<file path="src/morse_paddle_keyer_unit_macros.svh">
// assertion macros for the morse paddle keyer
`ifndef MORSE_PADDLE_KEYER_UNIT_MACROS_SVH
`define MORSE_PADDLE_KEYER_UNIT_MACROS_SVH

// concurrent check on the rising clock edge, switched off while reset is high
`define MPK_ASSERT(lbl, clk_s, rst_s, prop, msg) \
  lbl: assert property (@(posedge clk_s) disable iff (rst_s) prop) else $error(msg);

// concurrent check on the rising clock edge that also holds through reset
`define MPK_ASSERT_ALWAYS(lbl, clk_s, prop, msg) \
  lbl: assert property (@(posedge clk_s) prop) else $error(msg);

`endif

</file>
<file path="src/mpk_pkg.sv">
// types and constants shared by the morse paddle keyer
package mpk_pkg;

  typedef enum logic [1:0] {
    PH_IDLE = 2'd0,
    PH_MARK = 2'd1,
    PH_GAP  = 2'd2
  } phase_t;

  typedef enum logic [1:0] {
    KIND_NONE = 2'd0,
    KIND_DIT  = 2'd1,
    KIND_DAH  = 2'd2
  } kind_t;

  localparam logic [2:0] MODE_STRAIGHT     = 3'd0;
  localparam logic [2:0] MODE_BUG          = 3'd1;
  localparam logic [2:0] MODE_EBUG         = 3'd2;
  localparam logic [2:0] MODE_SINGLE_DOT   = 3'd3;
  localparam logic [2:0] MODE_PLAIN_IAMBIC = 3'd4;
  localparam logic [2:0] MODE_IAMBIC_A     = 3'd5;

  localparam logic [1:0] REG_KEYER_MODE = 2'd0;
  localparam logic [1:0] REG_DIT_LENGTH = 2'd1;
  localparam logic [1:0] REG_DAH_LENGTH = 2'd2;
  localparam logic [1:0] REG_GAP_LENGTH = 2'd3;

  localparam logic [2:0] RESET_MODE       = MODE_STRAIGHT;
  localparam logic [7:0] RESET_DIT_LENGTH = 8'd5;
  localparam logic [7:0] RESET_DAH_LENGTH = 8'd15;
  localparam logic [7:0] RESET_GAP_LENGTH = 8'd5;

  typedef struct packed {
    logic [2:0] keyer_mode;
    logic [7:0] dit_length;
    logic [7:0] dah_length;
    logic [7:0] gap_length;
  } cfg_t;

  typedef struct packed {
    phase_t     phase;
    kind_t      current_kind;
    kind_t      previous_kind;
    kind_t      latest_press;
    logic [7:0] ticks_remaining;
    logic       dit_was_down;
    logic       dah_was_down;
    logic       extra_queued;
    logic       tone_level;
  } keyer_state_t;

  localparam keyer_state_t STATE_RESET = '{
    phase:           PH_IDLE,
    current_kind:    KIND_NONE,
    previous_kind:   KIND_NONE,
    latest_press:    KIND_NONE,
    ticks_remaining: 8'd0,
    dit_was_down:    1'b0,
    dah_was_down:    1'b0,
    extra_queued:    1'b0,
    tone_level:      1'b0
  };

endpackage

</file>
<file path="src/mpk_in_if.sv">
// paddle sample channel: valid, ready and the two paddle levels
interface mpk_in_if;
  logic valid;
  logic ready;
  logic dit_paddle;
  logic dah_paddle;

  modport source (output valid, output dit_paddle, output dah_paddle, input ready);
  modport sink (input valid, input dit_paddle, input dah_paddle, output ready);
endinterface

</file>
<file path="src/mpk_out_if.sv">
// keyer result channel: valid, ready, tone and element being sent
interface mpk_out_if;
  logic       valid;
  logic       ready;
  logic       tone;
  logic [1:0] sending_element;

  modport source (output valid, output tone, output sending_element, input ready);
  modport sink (input valid, input tone, input sending_element, output ready);
endinterface

</file>
<file path="src/mpk_cfg.sv">
// configuration registers of the keyer
module mpk_cfg (
  input  logic          clk,
  input  logic          rst,
  input  logic          write_enable,
  input  logic [1:0]    reg_index,
  input  logic [7:0]    write_data,
  output mpk_pkg::cfg_t cfg
);
  import mpk_pkg::*;

  always_ff @(posedge clk) begin
    if (rst) begin
      cfg.keyer_mode <= RESET_MODE;
      cfg.dit_length <= RESET_DIT_LENGTH;
      cfg.dah_length <= RESET_DAH_LENGTH;
      cfg.gap_length <= RESET_GAP_LENGTH;
    end else if (write_enable) begin
      case (reg_index)
        REG_KEYER_MODE: cfg.keyer_mode <= write_data[2:0];
        REG_DIT_LENGTH: cfg.dit_length <= write_data;
        REG_DAH_LENGTH: cfg.dah_length <= write_data;
        REG_GAP_LENGTH: cfg.gap_length <= write_data;
        default: ;
      endcase
    end
  end

endmodule

</file>
<file path="src/mpk_step.sv">
// next-state logic for one timing tick of the keyer
module mpk_step (
  input  mpk_pkg::cfg_t         cfg,
  input  mpk_pkg::keyer_state_t cur,
  input  logic                  dit,
  input  logic                  dah,
  output mpk_pkg::keyer_state_t nxt
);
  import mpk_pkg::*;

  logic       dit_new;
  logic       dah_new;
  logic       timed;
  logic [7:0] tick_dec;
  logic       start;
  kind_t      start_kind;
  kind_t      press;
  kind_t      iambic_kind;

  // squeeze alternates on the last element (or latest press); a lone paddle decides
  always_comb begin
    if (dit && dah) begin
      if (cur.previous_kind == KIND_DIT) begin
        iambic_kind = KIND_DAH;
      end else if (cur.previous_kind == KIND_DAH) begin
        iambic_kind = KIND_DIT;
      end else if (press == KIND_DAH) begin
        iambic_kind = KIND_DAH;
      end else begin
        iambic_kind = KIND_DIT;
      end
    end else if (dit) begin
      iambic_kind = KIND_DIT;
    end else if (dah) begin
      iambic_kind = KIND_DAH;
    end else begin
      iambic_kind = KIND_NONE;
    end
  end

  always_comb begin
    dit_new    = dit & ~cur.dit_was_down;
    dah_new    = dah & ~cur.dah_was_down;
    press      = cur.latest_press;
    if (dit_new) press = KIND_DIT;
    if (dah_new) press = KIND_DAH;
    timed      = (cfg.keyer_mode != MODE_STRAIGHT) && (cfg.keyer_mode <= MODE_IAMBIC_A);
    tick_dec   = (cur.ticks_remaining != 8'd0) ? cur.ticks_remaining - 8'd1 : 8'd0;
    start      = 1'b0;
    start_kind = KIND_NONE;

    nxt              = cur;
    nxt.latest_press = press;

    if (timed && cur.phase == PH_MARK) begin
      if (cfg.keyer_mode == MODE_IAMBIC_A && dit && dah) nxt.extra_queued = 1'b1;
      nxt.ticks_remaining = tick_dec;
      if (tick_dec == 8'd0) begin
        nxt.phase           = PH_GAP;
        nxt.tone_level      = 1'b0;
        nxt.ticks_remaining = cfg.gap_length;
      end
    end else if (timed && cur.phase == PH_GAP) begin
      nxt.ticks_remaining = tick_dec;
      if (tick_dec == 8'd0) begin
        nxt.phase        = PH_IDLE;
        nxt.current_kind = KIND_NONE;
      end
    end else begin
      case (cfg.keyer_mode)
        MODE_BUG: begin
          if (dit) begin
            start      = 1'b1;
            start_kind = KIND_DIT;
          end else begin
            nxt.tone_level = dah;
          end
        end
        MODE_EBUG: begin
          if (dit) begin
            start      = 1'b1;
            start_kind = KIND_DIT;
          end else if (dah) begin
            start      = 1'b1;
            start_kind = KIND_DAH;
          end else begin
            nxt.tone_level = 1'b0;
          end
        end
        MODE_SINGLE_DOT: begin
          if (dit_new) begin
            start      = 1'b1;
            start_kind = KIND_DIT;
          end else begin
            nxt.tone_level = dah;
          end
        end
        MODE_IAMBIC_A: begin
          if (cur.extra_queued) begin
            nxt.extra_queued = 1'b0;
            start            = 1'b1;
            start_kind       = (cur.previous_kind == KIND_DAH) ? KIND_DIT : KIND_DAH;
          end else if (iambic_kind != KIND_NONE) begin
            start      = 1'b1;
            start_kind = iambic_kind;
          end else begin
            nxt.tone_level = 1'b0;
          end
        end
        MODE_PLAIN_IAMBIC: begin
          if (iambic_kind != KIND_NONE) begin
            start      = 1'b1;
            start_kind = iambic_kind;
          end else begin
            nxt.tone_level = 1'b0;
          end
        end
        default: begin
          // straight keying, also the unused mode codes
          nxt.phase           = PH_IDLE;
          nxt.current_kind    = KIND_NONE;
          nxt.ticks_remaining = 8'd0;
          nxt.tone_level      = dit | dah;
        end
      endcase
    end

    if (start) begin
      nxt.phase           = PH_MARK;
      nxt.current_kind    = start_kind;
      nxt.previous_kind   = start_kind;
      nxt.tone_level      = 1'b1;
      nxt.ticks_remaining = (start_kind == KIND_DAH) ? cfg.dah_length : cfg.dit_length;
    end

    nxt.dit_was_down = dit;
    nxt.dah_was_down = dah;
  end

endmodule

</file>
<file path="src/morse_paddle_keyer_unit.sv">
// top level of the morse paddle keyer
//
// in_ch carries one paddle sample per timing tick (dit_paddle, dah_paddle);
// a transfer happens on a rising edge with valid and ready both high.
// out_ch returns exactly one result per sample: tone (key level after the
// tick) and sending_element (0 none, 1 dit, 2 dah).
// a sample lands in the input register at its transfer; once the output
// register is free or draining, its result is loaded there and offered.
// throughput: one sample per cycle while out_ch does not stall; the keyer
// state update is a single pass of logic between the input register and
// the output register.
// the configuration port (write_enable, reg_index, write_data) writes
// keyer_mode, dit_length, dah_length and gap_length; write only while idle.
// reset (rst, synchronous) empties both registers, sets the keyer state to
// idle and loads the register defaults: straight mode, lengths 5, 15, 5.
// when out_ch stalls, the output register holds its result and the input
// register can still take one more sample; in_ch.ready drops only once both
// are full.
`include "morse_paddle_keyer_unit_macros.svh"

module morse_paddle_keyer_unit (
  input  logic       clk,
  input  logic       rst,
  mpk_in_if.sink     in_ch,
  mpk_out_if.source  out_ch,
  input  logic       write_enable,
  input  logic [1:0] reg_index,
  input  logic [7:0] write_data
);
  import mpk_pkg::*;

  cfg_t         cfg;
  keyer_state_t state;
  keyer_state_t state_next;

  // input register
  logic in_valid;
  logic in_dit;
  logic in_dah;

  // output register
  logic       out_valid;
  logic       out_tone;
  logic [1:0] out_element;

  // a tick is processed when a sample waits and the result slot is free or draining
  logic fire;

  assign fire        = in_valid && (!out_valid || out_ch.ready);
  assign in_ch.ready = !in_valid || fire;

  assign out_ch.valid           = out_valid;
  assign out_ch.tone            = out_tone;
  assign out_ch.sending_element = out_element;

  mpk_cfg u_cfg (
    .clk          (clk),
    .rst          (rst),
    .write_enable (write_enable),
    .reg_index    (reg_index),
    .write_data   (write_data),
    .cfg          (cfg)
  );

  mpk_step u_step (
    .cfg (cfg),
    .cur (state),
    .dit (in_dit),
    .dah (in_dah),
    .nxt (state_next)
  );

  // input register: refills on every transfer, empties when its tick is processed
  always_ff @(posedge clk) begin
    if (rst) begin
      in_valid <= 1'b0;
    end else if (in_ch.valid && in_ch.ready) begin
      in_valid <= 1'b1;
    end else if (fire) begin
      in_valid <= 1'b0;
    end
  end

  always_ff @(posedge clk) begin
    if (in_ch.valid && in_ch.ready) begin
      in_dit <= in_ch.dit_paddle;
      in_dah <= in_ch.dah_paddle;
    end
  end

  // keyer state advances once per processed tick
  always_ff @(posedge clk) begin
    if (rst) begin
      state <= STATE_RESET;
    end else if (fire) begin
      state <= state_next;
    end
  end

  // output register
  always_ff @(posedge clk) begin
    if (rst) begin
      out_valid <= 1'b0;
    end else if (fire) begin
      out_valid <= 1'b1;
    end else if (out_ch.ready) begin
      out_valid <= 1'b0;
    end
  end

  always_ff @(posedge clk) begin
    if (fire) begin
      out_tone    <= state_next.tone_level;
      out_element <= state_next.current_kind;
    end
  end

  // the key is on through every mark and off through every gap
  `MPK_ASSERT(a_mark_tone, clk, rst, (state.phase == PH_MARK) |-> state.tone_level, "mark without tone")
  `MPK_ASSERT(a_gap_silent, clk, rst, (state.phase == PH_GAP) |-> !state.tone_level, "tone during gap")
  // an element is named exactly while a mark or its gap runs
  `MPK_ASSERT(a_kind_phase, clk, rst, (state.phase == PH_IDLE) == (state.current_kind == KIND_NONE), "element kind and phase disagree")
  // every processed tick leaves a result in the output register
  `MPK_ASSERT(a_fire_result, clk, rst, fire |=> out_valid, "processed tick left no result")
  // a waiting sample is neither lost nor altered
  `MPK_ASSERT(a_in_hold, clk, rst, (in_valid && !fire) |=> (in_valid && $stable(in_dit) && $stable(in_dah)), "waiting sample lost")

endmodule
</file>
<file path="src/flat_wrapper.sv">
// flat-port wrapper written by rule: the top's interface ports become plain ports
module morse_paddle_keyer_unit_flat import mpk_pkg::*;
  (clk, rst, write_enable, reg_index, write_data, in_ch_valid, in_ch_dit_paddle, in_ch_dah_paddle, in_ch_ready, out_ch_valid, out_ch_tone, out_ch_sending_element, out_ch_ready);
  mpk_in_if in_ch_i ();
  mpk_out_if out_ch_i ();
  input  logic clk;
  input  logic rst;
  input  logic write_enable;
  input  logic [1:0] reg_index;
  input  logic [7:0] write_data;
  input wire logic [$bits(in_ch_i.valid)-1:0] in_ch_valid;
  input wire logic [$bits(in_ch_i.dit_paddle)-1:0] in_ch_dit_paddle;
  input wire logic [$bits(in_ch_i.dah_paddle)-1:0] in_ch_dah_paddle;
  output wire logic [$bits(in_ch_i.ready)-1:0] in_ch_ready;
  output wire logic [$bits(out_ch_i.valid)-1:0] out_ch_valid;
  output wire logic [$bits(out_ch_i.tone)-1:0] out_ch_tone;
  output wire logic [$bits(out_ch_i.sending_element)-1:0] out_ch_sending_element;
  input wire logic [$bits(out_ch_i.ready)-1:0] out_ch_ready;
  assign in_ch_i.valid = in_ch_valid;
  assign in_ch_i.dit_paddle = in_ch_dit_paddle;
  assign in_ch_i.dah_paddle = in_ch_dah_paddle;
  assign in_ch_ready = in_ch_i.ready;
  assign out_ch_valid = out_ch_i.valid;
  assign out_ch_tone = out_ch_i.tone;
  assign out_ch_sending_element = out_ch_i.sending_element;
  assign out_ch_i.ready = out_ch_ready;
  morse_paddle_keyer_unit u_core (.clk(clk), .rst(rst), .in_ch(in_ch_i), .out_ch(out_ch_i), .write_enable(write_enable), .reg_index(reg_index), .write_data(write_data));
endmodule
</file>
<file path="config.mk">
export PLATFORM = sky130hd
export DESIGN_NAME = morse_paddle_keyer_unit_flat
export DESIGN_NICKNAME = d
export VERILOG_FILES = /design/src/mpk_pkg.sv /design/src/mpk_in_if.sv /design/src/mpk_out_if.sv /design/src/mpk_cfg.sv /design/src/mpk_step.sv /design/src/morse_paddle_keyer_unit.sv /design/src/flat_wrapper.sv
export VERILOG_INCLUDE_DIRS = /design/src /design/src/src
export SDC_FILE = /design/constraint.sdc
export NUM_CORES = 1
export LEC_CHECK = 0
export BUFFER_PORTS_ARGS = -buffer_cell sky130_fd_sc_hd__buf_2
export CAP_MARGIN = 20
export CORE_AREA = 2 2 93 95
export DETAILED_ROUTE_END_ITERATION = 7
export DIE_AREA = 0 0 95 97
export PLACE_DENSITY = 0.58
export SLEW_MARGIN = 20
export SYNTH_ARGS = -nofsm -noshare
export SYNTH_HDL_FRONTEND = slang
export SYNTH_HIERARCHICAL = 1
export SYNTH_SLANG_ARGS = --single-unit
</file>
<file path="constraint.sdc">
create_clock -name clk -period 6.55 [get_ports clk]
set_input_delay 0.655 -clock clk [delete_from_list [all_inputs] [get_ports clk]]
set_output_delay 0.655 -clock clk [all_outputs]
set_load 0.005 [all_outputs]
</file>
## Word level (Yosys, flattened, before mapping)

Index checks and enable logic that the tools add are counted.

- Flip-flop bits (word level): 54
- Input port bits: 17
- Logic and storage cells: 130

- Add/subtract/negate cells: 1
- Order comparisons: 1
- Equal/unequal tests: 19
- Multiplexer cells: 56
- Bitwise logic cells: 5
- Reduce and logical (&&, ||, !) cells: 29

Operator list:

| kind | number |
|---|---|
| two-way mux 8 bit | 7 |
| two-way mux 2 bit | 18 |
| two-way mux 1 bit | 24 |
| == test 2 bit (second input constant) | 6 |
| two-way mux 4 bit | 3 |
| AND reduction 2 bit | 6 |
| case mux 1 bit (5 select lines) | 2 |
| case mux 2 bit (5 select lines) | 1 |
| logical AND 1 bit | 8 |
| zero test 8 bit | 1 |
| AND reduction 4 bit | 2 |
| nonzero test 2 bit | 4 |
| nonzero test 8 bit | 1 |
| subtractor 8 x 1 -> 8 bit (second input constant) | 1 |
| == test 2 x 1 -> 1 bit (second input constant) | 3 |
| == test 3 x 2 -> 1 bit (second input constant) | 2 |
| == test 3 bit (second input constant) | 2 |
| two-way mux 6 bit | 1 |
| OR reduction 5 bit | 1 |
| inequality test 4 x 1 -> 1 bit (second input constant) | 1 |
| == test 3 x 1 -> 1 bit (second input constant) | 1 |
| less-or-equal comparator 3 bit (second input constant) | 1 |
| inequality test 3 x 2 -> 1 bit (second input constant) | 1 |
| inequality test 3 bit (second input constant) | 1 |
| other kinds (9) | 13 |

## Longest topological paths before layout

Gate-level depths: netlist of the first run.

- Depth after elaboration: 18
- Gate-level depth with buffers: 11
- Mapped depth without buffers: 10

## Cells and area by module

Netlist of the first run, hierarchy kept.

By module, submodules not included:

| module | instances | cells an instance | area each (µm²) | seq. area each (µm²) |
|---|---|---|---|---|
| morse_paddle_keyer_unit | 1 | 102 | 1154.9 | 590.6 |
| mpk_cfg | 1 | 104 | 1094.8 | 540.5 |
| mpk_step | 1 | 161 | 999.7 | 0.0 |

## Least setup slack after synthesis of the first run

OpenSTA, ideal clock, no wires.

- Kind: register to register
- Start point: register u_core/state[4] (netlist bit)
- End point: register u_core/state[5] (netlist bit)
- Setup time: 0.072 ns
- Arrival time: 2.337 ns
- Path slack: 4.142 ns
- Stages on the path, launching flop included: 11
- Buffers on the path: 0
- Cells stage by stage: dfxtp_1 -> inv_1 -> ha_1 -> or4b_4 -> nor4_4 -> o22ai_2 -> nor4b_4 -> nand2_1 -> a221oi_2 -> nand2b_1 -> mux2i_1

RTL lines:

| element | RTL line | RTL |
|---|---|---|
| start: declaration | morse_paddle_keyer_unit.sv:33 | `keyer_state_t state;` |
| start signal: assignment | morse_paddle_keyer_unit.sv:96 | `state <= state_next;` |

==> results.ini, run 1 <==
[finish]
nFillCells = 810
n_antenna_cell = 0
multiInputGateArea_um2 = 1930
final_cells = 477
area.growth.synth_to_final_pct = 6.39
final_layout_size_suffix_gt1_share_pct = 11.3
regArea_um2 = 1130
fin_nets = 389

[cts]
clk_latency_ns = 0.32
h-tree-depth = 2
cts_setup_buffers = 0
cts_buffers = 5
cts.path.max_buffers = 2
clockRootBuffer = clkbuf_8
post_cts_resized = 0
clk_pin_slew_ns = 0.11
cts.sinks = 54
cts_tree = built
ctsHoldBuffers = 0

[setup_path]
critPathCaptureType = flip-flop
crit_type = reg -> reg
critPathRequiredTime_ns = 6.81
worstPathArrival_ns = 3.01
worstPathMaxFanout = 8
regToRegSetupSlack_ns = 3.80
cp-start-kind = flip-flop

[die]
coreArea_um2 = 8130
dieArea_um2 = 9220
start_util_pct = 39.9
io_pins = 22
dieHeight_um = 97
die_x_um = 95
core.rowCount = 33

[place]
pre_cts_slack_ns = 3.80
hpwl_mm = 4.86
gp_congestion = 0.797
port_buffers = 21
post-place-cells = 469

[yosys]
synthArstFlopShare_pct = 0
synth-seq-area-share_pct = 34.8
syn_area_um2 = 3250
synth_nets = 385
synth_warnings = 6
synth_top_cell_area_share_pct = 30.2
synth_top_area_cell = dfxtp_1
ys_types = 55
yosys-top-cells-area = dfxtp_1 (30%), mux2i_1 (16%), nand2b_1 (13%)
synthCells = 367
synth.avg_cell_area_um2 = 8.85
synth_edf_count = 5
ys_ff_latch = 54
synth_flop_cell = dfxtp_1

[grt]
gr-total-overflow = 0
grt_use_total_pct = 15.8
first_global_vias = 2380
grt_max_degree = 82
antenna_found_initial = 0
grt_pass1_wl_mm = 11.6

[timing]
setup_ws_ns = 3.80
slew_headroom_pct = 56.7
drv_slew = 0
fmax_ghz = 0.363
setup_viol = 0
min_period_ns = 2.75
final_hold_viol_count = 0
period_share_pct = 42.0
skew_ns = 0.00636
fin_setup_tns_ns = 0
worst_pin_slew_ns = 0.648
rsz0062_at_grt = false

[outcome]
status = finished, final reports clean

[detailed_routing]
vias = 2475
drt-pass1-iter-count = 4
drt_iter0_drc = 132
routed_wirelength_mm = 7.00
drc_errors = 0
antenna_left = 0
wl_per_cell_um = 14.7
vias_per_cell = 5.19

[pwr]
powerDensity_nw_per_um2 = 199
vdd_drop_max_mv = 0.109
leakage_nw = 1.31

[min_path]
hold_path_class = reg -> reg

[flow_run]
maxCapViolations = 0

## Yosys cell counts (4+ instances only)
library cell / number
a211oi_1: 7
a21oi_1: 15
a31oi_1: 4
buf_2: 7
clkbuf_1: 13
dfxtp_1: 49
edfxtp_1: 5
inv_1: 9
mux2i_1: 53
nand2_1: 21
nand2b_1: 70
nand3_1: 5
nor2_1: 28
nor2b_1: 7
nor3_1: 8
o21ai_0: 10
or3_1: 4
## critical path, stage by stage, from the launching register on
cell	delay (ns)
dfxtp_1	0.36
inv_1	0.07
ha_1	0.23
or4b_4	0.52
nor4_4	0.26
o22ai_2	0.19
nor4b_4	0.47
nand2_1	0.13
a221oi_2	0.25
nand2b_1	0.08
mux2i_1	0.12
## layer usage
| layer | vias up | share of wire (%) | GRT usage (%) |
|---|---|---|---|
| met5 | - | 0 | 0 |
| met4 | 0 | 0.89 | 4.12 |
| met3 | 5 | 3.1 | 2.88 |
| met2 | 46 | 45 | 25.4 |
| met1 | 1140 | 51 | 21.8 |
| li1 | 1284 | - | - |
## cells by family after synthesis
family,after synthesis,share of synthesized area [%]
flip-flops,54,34.8
AO/OA/AOI/OAI,60,12.9
AND/OR/NAND/NOR,161,28.9
XOR/XNOR,3,0.809
multiplexers,53,16.3
buffers and inverters,35,5.89
adder cells (fa/ha/maj),1,0.385
## power by group
part / switching [mW] / leakage [nW] / internal [mW]
sequential: 0.0119 / 0.446 / 0.346
combinational: 0.0558 / 0.806 / 0.0467
clock: 0.127 / 0.0588 / 0.102
## sequential cells by signal, indices dropped and copies added (netlist names)
name	count
u_core/in_dah	1
u_core/in_dit	1
u_core/in_valid	1
u_core/out_ch.sending_element	2
u_core/out_ch.tone	1
u_core/out_ch.valid	1
u_core/state	20
u_core/u_cfg/cfg	27
## cell usage in the layout (no fill, tap or decap), drive strengths merged, types with 2 or more instances in the layout
| master | count |
|---|---|
| a211oi | 7 |
| a21o | 2 |
| a21oi | 16 |
| a221o | 2 |
| a22oi | 2 |
| a31oi | 4 |
| and3 | 2 |
| and3b | 2 |
| buf | 23 |
| clkbuf | 6 |
| dfxtp | 49 |
| edfxtp | 5 |
| inv | 11 |
| mux2i | 53 |
| nand2 | 21 |
| nand2b | 70 |
| nand3 | 5 |
| nand3b | 3 |
| nor2 | 28 |
| nor2b | 9 |
| nor3 | 8 |
| nor3b | 3 |
| nor4b | 2 |
| o21ai | 11 |
| o221a | 2 |
| o22ai | 3 |
| or3 | 4 |
| xnor2 | 2 |
## metrics by stage
step,hold WS (ns),cell area (µm²),util [%],power [mW]
2_1_floorplan,0.445,3250,-,0.447
3_3_place_gp,0.458,3340,41.1,0.467
3_5_place_dp,0.470,3340,41.1,0.468
4_1_cts,0.488,3450,42.5,0.696
5_1_grt,0.491,3460,42.5,0.721
6_report,0.484,3460,42.5,0.689
## area by class of cell
type	instances	share of cell area [%]
clock inverters	2	0.507
flip-flops and latches	54	32.7
well taps	105	3.80
inverters	9	0.977
multi-input cells	278	55.7
clock buffers	6	2.71
repair buffers	23	3.55
## path summary, 6_finish.rpt
path,start,to,cells after the start
hold reg to reg,u_core/u_cfg/cfg[13]$_SDFFE_PP0P_,u_core/u_cfg/cfg[13]$_SDFFE_PP0P_,2
setup reg to reg,u_core/state[4]$_SDFFE_PP0P_,u_core/state[5]$_SDFFE_PP0P_,10
setup / recovery,u_core/state[4]$_SDFFE_PP0P_,u_core/state[5]$_SDFFE_PP0P_,10
hold / removal,u_core/u_cfg/cfg[13]$_SDFFE_PP0P_,u_core/u_cfg/cfg[13]$_SDFFE_PP0P_,2
Power figures use the tool's default switching activity.
==> run 2: changes to the inputs <==
- clock period: 6.55 -> 2.7 ns (I/O delays scaled with it)
==> run 2 against run 1 <==
Sequential power up 140%. Setup slack got worse by 3.7 ns. Utilization rose by 1.6 points. Clock skew is 0.0047 ns higher. Critical path depth rose by 2. Critical path type unchanged. Combinational power rose to 2.7 times the previous value. Flip-flop and latch count unchanged. Cell count rose by 2.7%. Clock power rose by 130%. Largest power group unchanged. Clock-buffer cell count increased by 1.
==> results.ini, run 2 (synthesis gave the netlist of run 1 again) <==
[place]
pre_cts_slack_ns = 0.0116
hpwl_mm = 5.02
place_area_um2 = 3400
gp_congestion = 0.831
port_buffers = 21

[setup_path]
cp-start-kind = flip-flop
worstPathArrival_ns = 2.80
critPathRequiredTime_ns = 2.94
worstPathMaxFanout = 6
timing.rr.end = u_core/state[10]$_SDFFE_PP0P_
ff2ff_path_depth = 12
timing.rr.start = u_core/state[4]$_SDFFE_PP0P_
crit_type = reg -> reg
regToRegSetupSlack_ns = 0.14
critPathCaptureType = flip-flop

[timing]
slew_headroom_pct = 51.3
setup_viol = 0
period_share_pct = 94.8
final_hold_viol_count = 0
worst_pin_slew_ns = 0.725
rsz0062_at_grt = false
min_period_ns = 2.56
setup_ws_ns = 0.142
fmax_ghz = 0.391
skew_ns = 0.0111
hold_slack_ns = 0.136
fin_setup_tns_ns = 0
drv_slew = 0

[cts]
cts.sinks = 54
cts.path.max_buffers = 2
clockRootBuffer = clkbuf_8
cts_tree = built
cts_buffers = 5
clk_latency_ns = 0.30
h-tree-depth = 2
clk_pin_slew_ns = 0.11

[finish]
final_layout_size_suffix_gt1_share_pct = 15.8
largest_register_ffs = 27
regArea_um2 = 1140
mostFrequentLayoutCells = nand2b_1 (70), mux2i_1 (53), dfxtp_1 (47)
post-route-cell-area_um2 = 3580
layout_commonest_cell = nand2b_1
nFillCells = 823
n_antenna_cell = 0
multiInputGateArea_um2 = 1960
top_register = u_core/u_cfg/cfg
area.growth.synth_to_final_pct = 10.3
fin_nets = 402

[die]
io_pins = 22
dieHeight_um = 97
start_util_pct = 39.9
coreArea_um2 = 8130
die_x_um = 95
dieArea_um2 = 9220
core.rowCount = 33

[detailed_routing]
wl_per_cell_um = 14.5
drt_iter0_drc = 136
vias = 2550
drt-pass1-iter-count = 4
drc_errors = 0
routed_wirelength_mm = 7.08
antenna_left = 0
vias_per_cell = 5.20

[pwr]
powerDensity_nw_per_um2 = 465
leakage_nw = 1.37
vdd_drop_max_mv = 0.227

[min_path]
holdPathEnd = u_core/in_dah$_DFFE_PP_
hold_path_class = in -> reg
min-delay-start = in_ch_dah_paddle
hold_depth = 1

[grt]
gr-total-overflow = 0
first_global_vias = 2467
antenna_found_initial = 0
grt_pass1_wl_mm = 12.0
grt_use_total_pct = 16.2
grt_max_degree = 34

[outcome]
status = finished, final reports clean

[flow_run]
maxCapViolations = 0

## run 2: metal layers
layer,vias to the layer above,GRT usage [%],part of all wire [%]
met4,0,3.46,0.62
met5,-,0,0
li1,1311,-,-
met1,1189,22.6,50
met3,4,2.34,4.1
met2,46,26.2,46
## run 2: worst max-delay path by stage
stage                                       from                       endpoint  slack [ns]
detailed placement  u_core/state[4]$_SDFFE_PP0P_   u_core/state[5]$_SDFFE_PP0P_        0.01
global route        u_core/state[4]$_SDFFE_PP0P_   u_core/state[9]$_SDFFE_PP0P_        0.02
floorplan           u_core/state[4]$_SDFFE_PP0P_   u_core/state[5]$_SDFFE_PP0P_        0.29
global placement    u_core/state[4]$_SDFFE_PP0P_   u_core/state[5]$_SDFFE_PP0P_        0.16
finish              u_core/state[4]$_SDFFE_PP0P_  u_core/state[10]$_SDFFE_PP0P_        0.14
CTS                 u_core/state[4]$_SDFFE_PP0P_   u_core/state[5]$_SDFFE_PP0P_        0.06
## run 2: stage by stage
stage / power, mW / instances / utilization [%]
after floorplan: 1.08 / 367 / -
after global placement: 1.14 / 477 / 41.8
after detailed placement: 1.15 / 477 / 41.8
after CTS: 1.67 / 486 / 43.2
after global routing: 1.75 / 490 / 44.1
final: 1.67 / 490 / 44.1
## run 2: cell type report
class / count / area share [%]
clock buffers: 7 / 2.72
clock inverters: 1 / 0.175
flip-flops and latches: 54 / 31.7
repair buffers: 36 / 6.18
well taps: 105 / 3.67
multi-input cells: 278 / 54.6
inverters: 9 / 0.943
## run 2: critical path, cell delays in order, from the launching register on
cell and delay (ns):
dfxtp_4 0.36, inv_2 0.07, ha_4 0.14, or4b_4 0.49
nor4_4 0.32, o22ai_4 0.16, nor4b_4 0.26, buf_6 0.16
buf_4 0.12, a211oi_1 0.06, a21oi_1 0.15, nand2b_1 0.07
mux2i_1 0.12
## run 2: power breakdown
group          total, mW  internal (mW)  switching (mW)  leakage [nW]
Sequential         0.865          0.838          0.0270         0.447
Combinational      0.280          0.133           0.147         0.872
Clock              0.522          0.241           0.281        0.0539
Total               1.67           1.21           0.455          1.37
## run 2: timing repair
action,in CTS,in global routing
setup buffers,1,4
hold buffers,0,0
pin swaps,1,5
setup endpoints to repair,3,7
resized for setup,0,11
